===== config.mk =====
export PLATFORM = sky130hd
export DESIGN_NAME = set_union_dedup_engine
export DESIGN_NICKNAME = d
export VERILOG_FILES = /design/src/design/sud_pkg.sv /design/src/design/sud_front.sv /design/src/design/sud_queue.sv /design/src/design/sud_back.sv /design/src/design/set_union_dedup_engine.sv
export SDC_FILE = /design/constraint.sdc
export NUM_CORES = 2
export LEC_CHECK = 0
export BUFFER_PORTS_ARGS = -buffer_cell sky130_fd_sc_hd__buf_4
export CORE_MARGIN = 2
export CORE_UTILIZATION = 58
export CTS_CLUSTER_DIAMETER = 150
export DETAILED_ROUTE_END_ITERATION = 6
export GPL_ROUTABILITY_DRIVEN = 0
export PLACE_DENSITY_LB_ADDON = 0.12
export SLEW_MARGIN = 20
export SYNTH_ARGS = -nofsm -noshare
export SYNTH_HDL_FRONTEND = slang
export SYNTH_SLANG_ARGS = --single-unit

===== constraint.sdc =====
create_clock -name i_clk -period 12.95 [get_ports i_clk]
set_input_delay 2.59 -clock i_clk [delete_from_list [all_inputs] [get_ports i_clk]]
set_output_delay 2.59 -clock i_clk [all_outputs]
set_load 0.005 [all_outputs]

===== src/design/sud_pkg.sv =====
package sud_pkg;

    // Sizes
    localparam int DEF_CAPACITY = 64;
    localparam int VALUE_W      = 32;
    localparam int POS_W        = 6;
    localparam int UCNT_W       = 7;
    localparam int CMD_W        = 2;
    localparam int QUEUE_DEPTH  = 2;

    // Command codes on i_cmd
    localparam logic [CMD_W-1:0] CMD_START  = 2'd0;
    localparam logic [CMD_W-1:0] CMD_FIRST  = 2'd1;
    localparam logic [CMD_W-1:0] CMD_SECOND = 2'd2;

    // Classified operation handed from front to back
    typedef enum logic [1:0] {
        OP_CLEAR,
        OP_FIRST,
        OP_SECOND
    } t_op;

    typedef struct packed {
        t_op                op;
        logic [VALUE_W-1:0] value;
    } t_qent;

    // Back-end sequencer states
    typedef enum logic [0:0] {
        BS_IDLE,
        BS_SCAN
    } t_bstate;

endpackage


===== src/design/sud_front.sv =====
module sud_front
    import sud_pkg::*;
(
    input  logic               i_start,
    input  logic [CMD_W-1:0]   i_cmd,
    input  logic [VALUE_W-1:0] i_item_value,
    input  logic               i_q_full,
    output logic               o_busy,
    output logic               o_push,
    output t_qent              o_entry
);

    logic w_known;
    t_op  w_op;

    // Decode the command; the unused code is taken and dropped
    always_comb begin
        w_known = 1'b1;
        w_op    = OP_CLEAR;
        unique case (i_cmd)
            CMD_START:  w_op = OP_CLEAR;
            CMD_FIRST:  w_op = OP_FIRST;
            CMD_SECOND: w_op = OP_SECOND;
            default:    w_known = 1'b0;
        endcase
    end

    // Hold off new items only while the queue has no room
    assign o_busy        = i_q_full;
    assign o_push        = i_start && !i_q_full && w_known;
    assign o_entry.op    = w_op;
    assign o_entry.value = i_item_value;

endmodule


===== src/design/sud_queue.sv =====
module sud_queue
    import sud_pkg::*;
(
    input  logic  i_clk,
    input  logic  i_rst_n,
    input  logic  i_push,
    input  t_qent i_entry,
    input  logic  i_pop,
    output logic  o_full,
    output logic  o_valid,
    output t_qent o_entry
);

    localparam int PTR_W = (QUEUE_DEPTH > 1) ? $clog2(QUEUE_DEPTH) : 1;
    localparam int CNT_W = $clog2(QUEUE_DEPTH + 1);

    t_qent            r_slot [QUEUE_DEPTH];
    logic [PTR_W-1:0] r_wr_ptr, n_wr_ptr;
    logic [PTR_W-1:0] r_rd_ptr, n_rd_ptr;
    logic [CNT_W-1:0] r_fill, n_fill;
    logic             w_do_push;
    logic             w_do_pop;

    assign o_full    = (r_fill == CNT_W'(QUEUE_DEPTH));
    assign o_valid   = (r_fill != '0);
    assign o_entry   = r_slot[r_rd_ptr];
    assign w_do_push = i_push && !o_full;
    assign w_do_pop  = i_pop && o_valid;

    // Pointer and fill-level update
    always_comb begin
        n_wr_ptr = r_wr_ptr;
        n_rd_ptr = r_rd_ptr;
        n_fill   = r_fill;
        if (w_do_push) begin
            n_wr_ptr = (r_wr_ptr == PTR_W'(QUEUE_DEPTH - 1)) ? '0 : r_wr_ptr + PTR_W'(1);
        end
        if (w_do_pop) begin
            n_rd_ptr = (r_rd_ptr == PTR_W'(QUEUE_DEPTH - 1)) ? '0 : r_rd_ptr + PTR_W'(1);
        end
        if (w_do_push && !w_do_pop) begin
            n_fill = r_fill + CNT_W'(1);
        end else if (w_do_pop && !w_do_push) begin
            n_fill = r_fill - CNT_W'(1);
        end
    end

    always_ff @(posedge i_clk) begin
        if (!i_rst_n) begin
            r_wr_ptr <= '0;
            r_rd_ptr <= '0;
            r_fill   <= '0;
        end else begin
            r_wr_ptr <= n_wr_ptr;
            r_rd_ptr <= n_rd_ptr;
            r_fill   <= n_fill;
        end
    end

    // Slot storage, no reset
    always_ff @(posedge i_clk) begin
        if (w_do_push) begin
            r_slot[r_wr_ptr] <= i_entry;
        end
    end

endmodule


===== src/design/sud_back.sv =====
module sud_back
    import sud_pkg::*;
#(
    parameter int CAPACITY = DEF_CAPACITY
) (
    input  logic               i_clk,
    input  logic               i_rst_n,
    input  logic               i_q_valid,
    input  t_qent              i_q_entry,
    output logic               o_pop,
    output logic               o_result_valid,
    output logic [VALUE_W-1:0] o_out_value,
    output logic [POS_W-1:0]   o_out_position,
    output logic [UCNT_W-1:0]  o_union_count,
    output logic               o_store_full
);

    localparam int CNT_W = $clog2(CAPACITY + 1);
    localparam int AW    = $clog2(CAPACITY);

    // Entry store, one write port (insert) and one read port (scan)
    logic [VALUE_W-1:0] r_mem [CAPACITY];
    logic [VALUE_W-1:0] r_rd_data;

    t_bstate            r_state, n_state;
    logic [CNT_W-1:0]   r_count, n_count;
    logic [CNT_W-1:0]   r_idx, n_idx;
    logic               r_rd_vld, n_rd_vld;
    logic [VALUE_W-1:0] r_value, n_value;

    logic               r_res_vld, n_res_vld;
    logic [VALUE_W-1:0] r_res_value, n_res_value;
    logic [POS_W-1:0]   r_res_pos, n_res_pos;
    logic [UCNT_W-1:0]  r_res_cnt, n_res_cnt;
    logic               r_res_full, n_res_full;

    logic               w_ins;
    logic [VALUE_W-1:0] w_ins_value;
    logic               w_wr_en;
    logic [31:0]        w_cnt_ext;
    logic [31:0]        w_inc_ext;

    assign w_cnt_ext = 32'(r_count);
    assign w_inc_ext = 32'(r_count) + 32'd1;

    // Sequencer: pop, scan for a match, insert and emit
    always_comb begin
        n_state     = r_state;
        n_count     = r_count;
        n_idx       = r_idx;
        n_rd_vld    = 1'b0;
        n_value     = r_value;
        n_res_vld   = 1'b0;
        n_res_value = r_res_value;
        n_res_pos   = r_res_pos;
        n_res_cnt   = r_res_cnt;
        n_res_full  = r_res_full;
        w_ins       = 1'b0;
        w_ins_value = r_value;
        w_wr_en     = 1'b0;
        o_pop       = 1'b0;

        unique case (r_state)
            BS_IDLE: begin
                if (i_q_valid) begin
                    o_pop = 1'b1;
                    unique case (i_q_entry.op)
                        OP_CLEAR: begin
                            n_count = '0;
                        end
                        OP_FIRST: begin
                            w_ins       = 1'b1;
                            w_ins_value = i_q_entry.value;
                        end
                        OP_SECOND: begin
                            if (r_count == '0) begin
                                w_ins       = 1'b1;
                                w_ins_value = i_q_entry.value;
                            end else begin
                                n_value = i_q_entry.value;
                                n_idx   = '0;
                                n_state = BS_SCAN;
                            end
                        end
                        default: begin
                            n_count = r_count;
                        end
                    endcase
                end
            end
            BS_SCAN: begin
                // Compare last cycle's read while issuing the next one
                if (r_rd_vld && (r_rd_data == r_value)) begin
                    n_state = BS_IDLE;
                end else if (r_idx == r_count) begin
                    w_ins   = 1'b1;
                    n_state = BS_IDLE;
                end else begin
                    n_idx    = r_idx + CNT_W'(1);
                    n_rd_vld = 1'b1;
                end
            end
            default: begin
                n_state = BS_IDLE;
            end
        endcase

        // Insert: store if there is room, emit either way
        if (w_ins) begin
            n_res_vld   = 1'b1;
            n_res_value = w_ins_value;
            if (r_count < CNT_W'(CAPACITY)) begin
                w_wr_en    = 1'b1;
                n_count    = r_count + CNT_W'(1);
                n_res_pos  = w_cnt_ext[POS_W-1:0];
                n_res_cnt  = w_inc_ext[UCNT_W-1:0];
                n_res_full = 1'b0;
            end else begin
                n_res_pos  = '0;
                n_res_cnt  = w_cnt_ext[UCNT_W-1:0];
                n_res_full = 1'b1;
            end
        end
    end

    // Control registers
    always_ff @(posedge i_clk) begin
        if (!i_rst_n) begin
            r_state   <= BS_IDLE;
            r_count   <= '0;
            r_idx     <= '0;
            r_rd_vld  <= 1'b0;
            r_res_vld <= 1'b0;
        end else begin
            r_state   <= n_state;
            r_count   <= n_count;
            r_idx     <= n_idx;
            r_rd_vld  <= n_rd_vld;
            r_res_vld <= n_res_vld;
        end
    end

    // Payload registers
    always_ff @(posedge i_clk) begin
        r_value     <= n_value;
        r_res_value <= n_res_value;
        r_res_pos   <= n_res_pos;
        r_res_cnt   <= n_res_cnt;
        r_res_full  <= n_res_full;
    end

    // Store write and registered read
    always_ff @(posedge i_clk) begin
        if (w_wr_en) begin
            r_mem[r_count[AW-1:0]] <= w_ins_value;
        end
        r_rd_data <= r_mem[r_idx[AW-1:0]];
    end

    assign o_result_valid = r_res_vld;
    assign o_out_value    = r_res_value;
    assign o_out_position = r_res_pos;
    assign o_union_count  = r_res_cnt;
    assign o_store_full   = r_res_full;

endmodule


===== src/design/set_union_dedup_engine.sv =====
// Union builder for two integer lists, one element per item.
// Input: drive i_cmd and i_item_value with start high; the item is taken at
// the clock edge where start is high and busy is low. cmd 0 clears the union,
// cmd 1 adds a first-list element (added without a search), cmd 2 adds a second-list
// element only when no stored entry equals it, cmd 3 is taken and ignored.
// Output: o_result_valid is high for exactly one cycle per emitted element,
// with value, position, count after the step and the full flag. There is no
// back-pressure on the result side; results are never held.
// Items go through a two-entry queue to the execution unit, so busy rises only
// when that queue is full.
// A cmd 1 element is written into the queue, popped by the execution unit and
// emitted from its result registers. cmd 0 and cmd 1 items, and cmd 2 items on
// an empty union, need no scan. Otherwise a cmd 2 item scans the store: the
// stored entries are read one per cycle through the store's single read port
// and compared, and a match ends the scan early.
// Reset (synchronous, active low) empties the queue and sets the count to
// zero; stored values are not cleared and need no clearing pass.
module set_union_dedup_engine
    import sud_pkg::*;
#(
    parameter int CAPACITY = DEF_CAPACITY
) (
    input  logic               i_clk,
    input  logic               i_rst_n,
    input  logic               start,
    output logic               busy,
    input  logic [CMD_W-1:0]   i_cmd,
    input  logic [VALUE_W-1:0] i_item_value,
    output logic               o_result_valid,
    output logic [VALUE_W-1:0] o_out_value,
    output logic [POS_W-1:0]   o_out_position,
    output logic [UCNT_W-1:0]  o_union_count,
    output logic               o_store_full
);

    logic  w_push;
    t_qent w_push_entry;
    logic  w_q_full;
    logic  w_q_valid;
    t_qent w_q_entry;
    logic  w_pop;

    // Front: take and classify items
    sud_front u_front (
        .i_start      (start),
        .i_cmd        (i_cmd),
        .i_item_value (i_item_value),
        .i_q_full     (w_q_full),
        .o_busy       (busy),
        .o_push       (w_push),
        .o_entry      (w_push_entry)
    );

    // Decoupling queue
    sud_queue u_queue (
        .i_clk   (i_clk),
        .i_rst_n (i_rst_n),
        .i_push  (w_push),
        .i_entry (w_push_entry),
        .i_pop   (w_pop),
        .o_full  (w_q_full),
        .o_valid (w_q_valid),
        .o_entry (w_q_entry)
    );

    // Back: search, store and emit
    sud_back #(
        .CAPACITY (CAPACITY)
    ) u_back (
        .i_clk          (i_clk),
        .i_rst_n        (i_rst_n),
        .i_q_valid      (w_q_valid),
        .i_q_entry      (w_q_entry),
        .o_pop          (w_pop),
        .o_result_valid (o_result_valid),
        .o_out_value    (o_out_value),
        .o_out_position (o_out_position),
        .o_union_count  (o_union_count),
        .o_store_full   (o_store_full)
    );

endmodule


After elaboration in Yosys (flattened, before gate mapping)
Memory sizes are Yosys's and may differ from the RTL's. A register that Yosys moved wholly into a read port is not among the register bits.
Index checks and enable logic that the tools add are counted.
Cells by class
  add/subtract/negate cells: 7
  $lt $le $gt $ge: 1
  eq/ne operators: 12
  mux-type cells: 46
  bitwise logic cells: 2
  reduce and logical (&&, ||, !) cells: 19
Operator list (count)
  $mux W32: 3
  $mux W7: 11
  $pmux W32 S2: 1
  $eq A32 B32 Y1: 1
  $mux W1: 24
  $add A7 B1 Y7 const B: 3
  $pmux W7 S2: 1
  $ne A2 B2 Y1 const B: 5
  $eq A7 B7 Y1: 1
  $logic_and A1 B1 Y1: 7
  $logic_not A7 Y1: 1
  $lt A7 B7 Y1 const B: 1
  $eq A2 B2 Y1 const B: 3
  $pmux W1 S2: 3
  $reduce_and A5 Y1: 1
  $eq A2 B1 Y1 const B: 2
  $logic_not A2 Y1: 2
  $mux W2: 2
  $pmux W2 S2: 1
  $reduce_and A4 Y1: 1
  $reduce_bool A2 Y1: 2
  $logic_not A1 Y1: 3
  $reduce_or A3 Y1: 1
  $add A1 B1 Y1 const B: 2
  other kinds (4): 5
Word-level totals
  register bits after elaboration: 99
  RAM bits: 2116
  input bits: 37
  output and inout port bits: 48
  word-level logic and storage cells: 102
  memories: 2
Memories
  u_back.r_mem: depth 64, bits a word 32, read ports 1, clocked after memory_dff 1, wr ports 1, RTL line sud_back.sv:22  | logic [VALUE_W-1:0] r_mem [CAPACITY];
  u_queue.r_slot: depth 2, bits a word 34, read ports 1, clocked after memory_dff 1, wr ports 1, RTL line sud_queue.sv:17  | t_qent r_slot [QUEUE_DEPTH];

Depth between registers and ports, before layout
  depth after elaboration: 9
  depth in mapped cells: 11
  gate-level depth less buffers: 9

Hierarchy
A second synthesis with hierarchy kept.
Second synthesis, totals
  cell total of the unflattened synthesis: 3545
  area total of the unflattened synthesis: 85796.0 µm²
Modules (own cells, without submodules)
  sud_back: times used 1, cells an instance 3377, area each 82828.2 µm², sequential area each 64822.2 µm²
  sud_queue: times used 1, cells an instance 131, area each 2688.8 µm², sequential area each 2142.1 µm²
  sud_front: times used 1, cells an instance 37, area each 279.0 µm², sequential area each 0.0 µm²

Worst setup path before layout
OpenSTA, ideal clock, no wires.
  path type: register to register
  start point: reg (tool-made name)
  end point: mem u_back.r_mem[53][0] (enable)
  library setup time: 502 ps
  arrival time: 5621 ps
  required time: 12448 ps
  path slack: 6828 ps
  cell stages (with the launch flop): 12
  path buffers: 4
  clock period less this slack: 6122 ps
  cell sequence: dfxtp_1 clkbuf_1 buf_1 mux2i_1 ha_1 and2_1 clkbuf_1 nand2_1 nor2_1 nor2_2 buf_4 nor4_1
RTL lines (RTL line)
  to (decl): sud_back.sv:22

==> impl_results.md <==
- Total Power Consumption: 16.5 mW
- Met2 usage in global routing: 44.4%
- Ys Warns: 0
- Summed negative setup slack over all endpoints: 0 ps
- Floorplan die height: 388 um
- Crit start category: flop
- Top cell type by total area after synthesis: sky130_fd_sc_hd__edfxtp_1
- Vias per std cell: 6.91
- Number of antenna-violating nets in the routed design: 0
- Critical-path maximum fanout: 147
- Data arrival at the endpoint of the critical path: 5900 ps
- Wirelength, routed: 213 mm
- Leading cell type in the layout, fill and taps excluded: sky130_fd_sc_hd__edfxtp_1
- Share of synthesized flip-flops with an asynchronous set or reset: 0%
- Max-cap violations: 0
- Core Region: 146,000 sq um
- Combinational family with the most area after synthesis: multiplexers
- Net count, final: 3,742
- Post-Syn Area per Cell: 24.6 sq um
- Fraction of the mapped netlist area in adder cells: 0.102%
- CTS sink cnt: 2,248
- Ports placed on the boundary: 85
- Total of flip-flops plus latches after synthesis: 2,248
- Category of the most critical setup path: flop to flop
- Worst ir drop on vdd: 0.000135 V
- Kind of capture point of the worst setup path: flop
- Number of global-route vias before repair: 39,711
- Number of DRC violations after detailed-routing iteration 0: 6,016
- Dominant cells by area after synthesis: sky130_fd_sc_hd__edfxtp_1 77%, sky130_fd_sc_hd__mux4_2 18%, sky130_fd_sc_hd__dfxtp_1 1.3%
- CTS Buf Count: 210
- Highest attainable clock frequency: 193 MHz
- Parity-gate share of the synthesized area counting xor and xnor cells: 0.553%
- Number of flops mapped to enable cells by yosys: 2,194
- Routed wirelength normalized by instance count: 36.7 um
- RSZ-0062 raised after global routing: no
- X dimension of the die: 388 um
- TritonCTS clock tree: done
- Grt ovf: 0
- Cell chosen for the clock root: sky130_fd_sc_hd__clkbuf_16
- Clock-pin slew reported for the worst setup and hold paths after clock tree synthesis: 70 ps
- Net count after synthesis: 3,520
- Simple logic cell fraction of the synthesized area: 1.17%
- Global-route wire length before repair: 299 mm
- Area share of the leading cell type in the synthesized netlist: 77.0%
- Starting density of the core: 58.6%
- Initial antenna violation count: 12
- Portion of the clock cycle consumed by the worst path in the final layout: 40.0%
- Fraction of final layout cells sized beyond drive strength 1: 35.0%
- Dpl hpwl: 113 mm
- Share of the yosys chip area belonging to registers: 78.3%
- Area delta synth->final: 12.4%
- Leakage power figure: 29.0 nW
- Later-pin clock latency in the skew report: 840 ps
- Cts-stage hold buffer count: 0
- Synth cell types: 60
- H-tree depth: 4
- Endpoint required time on the critical path: 13,670 ps
- Final setup vio count: 0
- Multiplexer share of the synthesized area: 18.1%
- Share of the synthesized area in compound gates (AO/OA/AOI/OAI): 0.760%
- Path category of the worst min-delay check: flop to flop
- Max Transition Viols Final: 0
- GR Util All Layers: 28.6%
- Die outline area: 151,000 sq um
- Fin crit period: 5180 ps
- Global routing usage on met3: 5.06%
- Met1 Resource Use GR: 42.7%
- Least-Margin Pin Slew: 1200 ps
- Routing layer with the top usage in global route: met2
- Ys flop type: sky130_fd_sc_hd__edfxtp_1
- Number of buffers added on ports: 84
- Area of the mapped netlist: 85,600 sq um
- Result of the run: complete, no violations
- Post-route clock skew: 35.2 ps
- Max_slew headroom: 20.1%
- Standard-cell rows: 140
- Clock buffer depth: 3
- Most used cells in the layout excluding fill and tap cells: 2,194 x sky130_fd_sc_hd__edfxtp_1, 672 x sky130_fd_sc_hd__mux4_2, 214 x sky130_fd_sc_hd__clkbuf_16
- Maximum number of pins on one net before global-route repair: 148
- Via total after detailed routing: 40,077
- # resized after CTS: 0
- Total setup buffers inserted after CTS: 0
- DRC errors left: 0
- Cells after synthesis: 3,476
- Power per standard cell area: 171 nW/um^2
- Final-report hold violation count: 0
- First-pass DRT Iterations: 6
power by group:
group / switching [mW] / leakage (nW) / internal (mW)
Combinational: 1.12 / 5.29 / 0.283
Clock: 2.64 / 3.40 / 3.51
Sequential: 0.0927 / 20.3 / 8.80
per-layer routing:
metal / vias up / wire length (um)
met5: - / 24
met3: 350 / 21400
met1: 21707 / 83000
met2: 2434 / 103000
met4: 4 / 6040
li1: 15582 / -
synth_stat cells (all sizes together), types with 2 or more instances:
cell,number
a41o,2
inv,7
o2111ai,2
o211ai,3
and3,3
nand3,16
buf,96
nand2,19
nand2b,3
or3,5
clkbuf,103
and2,5
nand4,12
nor2,16
mux2,33
edfxtp,2194
or4,4
o311ai,2
a32o,32
mux2i,2
ha,7
nor2b,11
nor3,46
dfxtp,54
or3b,2
o22ai,2
xnor2,31
a21oi,7
nor4,31
or2,5
o221a,2
xor2,23
o21ai,4
a31oi,2
mux4,672
a2111oi,2
metrics by stage:
| stage | setup slack [ps] | hold WS (ps) | cell area, sq um | util, % | cells |
|---|---|---|---|---|---|
| after floorplan | 6830 | 406 | 85600 | - | 3476 |
| after global placement | 7670 | 485 | 89200 | 61.0 | 5401 |
| after detailed placement | 7570 | 515 | 89200 | 61.1 | 5401 |
| after CTS | 7580 | 540 | 96100 | 65.8 | 5794 |
| after global routing | 7650 | 580 | 96200 | 65.8 | 5796 |
| final | 7770 | 535 | 96200 | 65.8 | 5800 |
worst max-delay path, cell delays in order, from the launching register on:
cell	delay, ps
sky130_fd_sc_hd__dfxtp_4	890
sky130_fd_sc_hd__buf_12	590
sky130_fd_sc_hd__buf_4	830
sky130_fd_sc_hd__buf_4	860
sky130_fd_sc_hd__mux4_2	420
sky130_fd_sc_hd__mux4_2	530
sky130_fd_sc_hd__mux4_2	480
worst paths after layout:
| path | startpoint | end | slack (ps) | depth (start not counted) |
|---|---|---|---|---|
| worst max-delay path | u_back.r_idx[1]$_SDFFE_PN0P_ | u_back.r_rd_data[31]$_DFF_P_ | 7770 | 6 |
| worst min register to register | u_queue.r_rd_ptr$_SDFFE_PN0P_ | u_queue.r_rd_ptr$_SDFFE_PN0P_ | 540 | 2 |
| worst max register to register | u_back.r_idx[1]$_SDFFE_PN0P_ | u_back.r_rd_data[31]$_DFF_P_ | 7770 | 6 |
| worst min-delay path | u_queue.r_rd_ptr$_SDFFE_PN0P_ | u_queue.r_rd_ptr$_SDFFE_PN0P_ | 540 | 2 |
flip-flops by register name (all words and copies together) (netlist names), named ones only:
name	cells
u_back.r_mem	2048
u_queue.r_slot	68
u_back.o_out_value	32
u_back.r_rd_data	32
u_back.r_value	32
u_back.o_union_count	7
u_back.r_count	7
u_back.r_idx	7
u_back.o_out_position	6
u_queue.r_fill	2
u_back.o_result_valid	1
u_back.o_store_full	1
u_back.r_rd_vld	1
u_back.r_state	1
u_queue.r_rd_ptr	1
u_queue.r_wr_ptr	1
cell families after synthesis:
logic type	after synthesis
xor gates and xnor gates	54
AOI/OAI and AO/OA	71
adders and majority gates	7
muxes	707
and+or+nand+nor	182
DFF	2248
buffers and inverters	207
final cells by class:
type | count | area [sq um]
Timing Repair Buffer | 209 | 1680
Multi-Input combinational cell | 1021 | 18200
Clock buffer | 256 | 5590
Fill cell | 9009 | 49900
Tap cell | 1917 | 2400
Clock inverter | 137 | 1300
Inverter | 8 | 30.0
Antenna cell | 4 | 10.0
Sequential cell | 2248 | 67000
No activity file was read; power rests on OpenSTA's default activity.
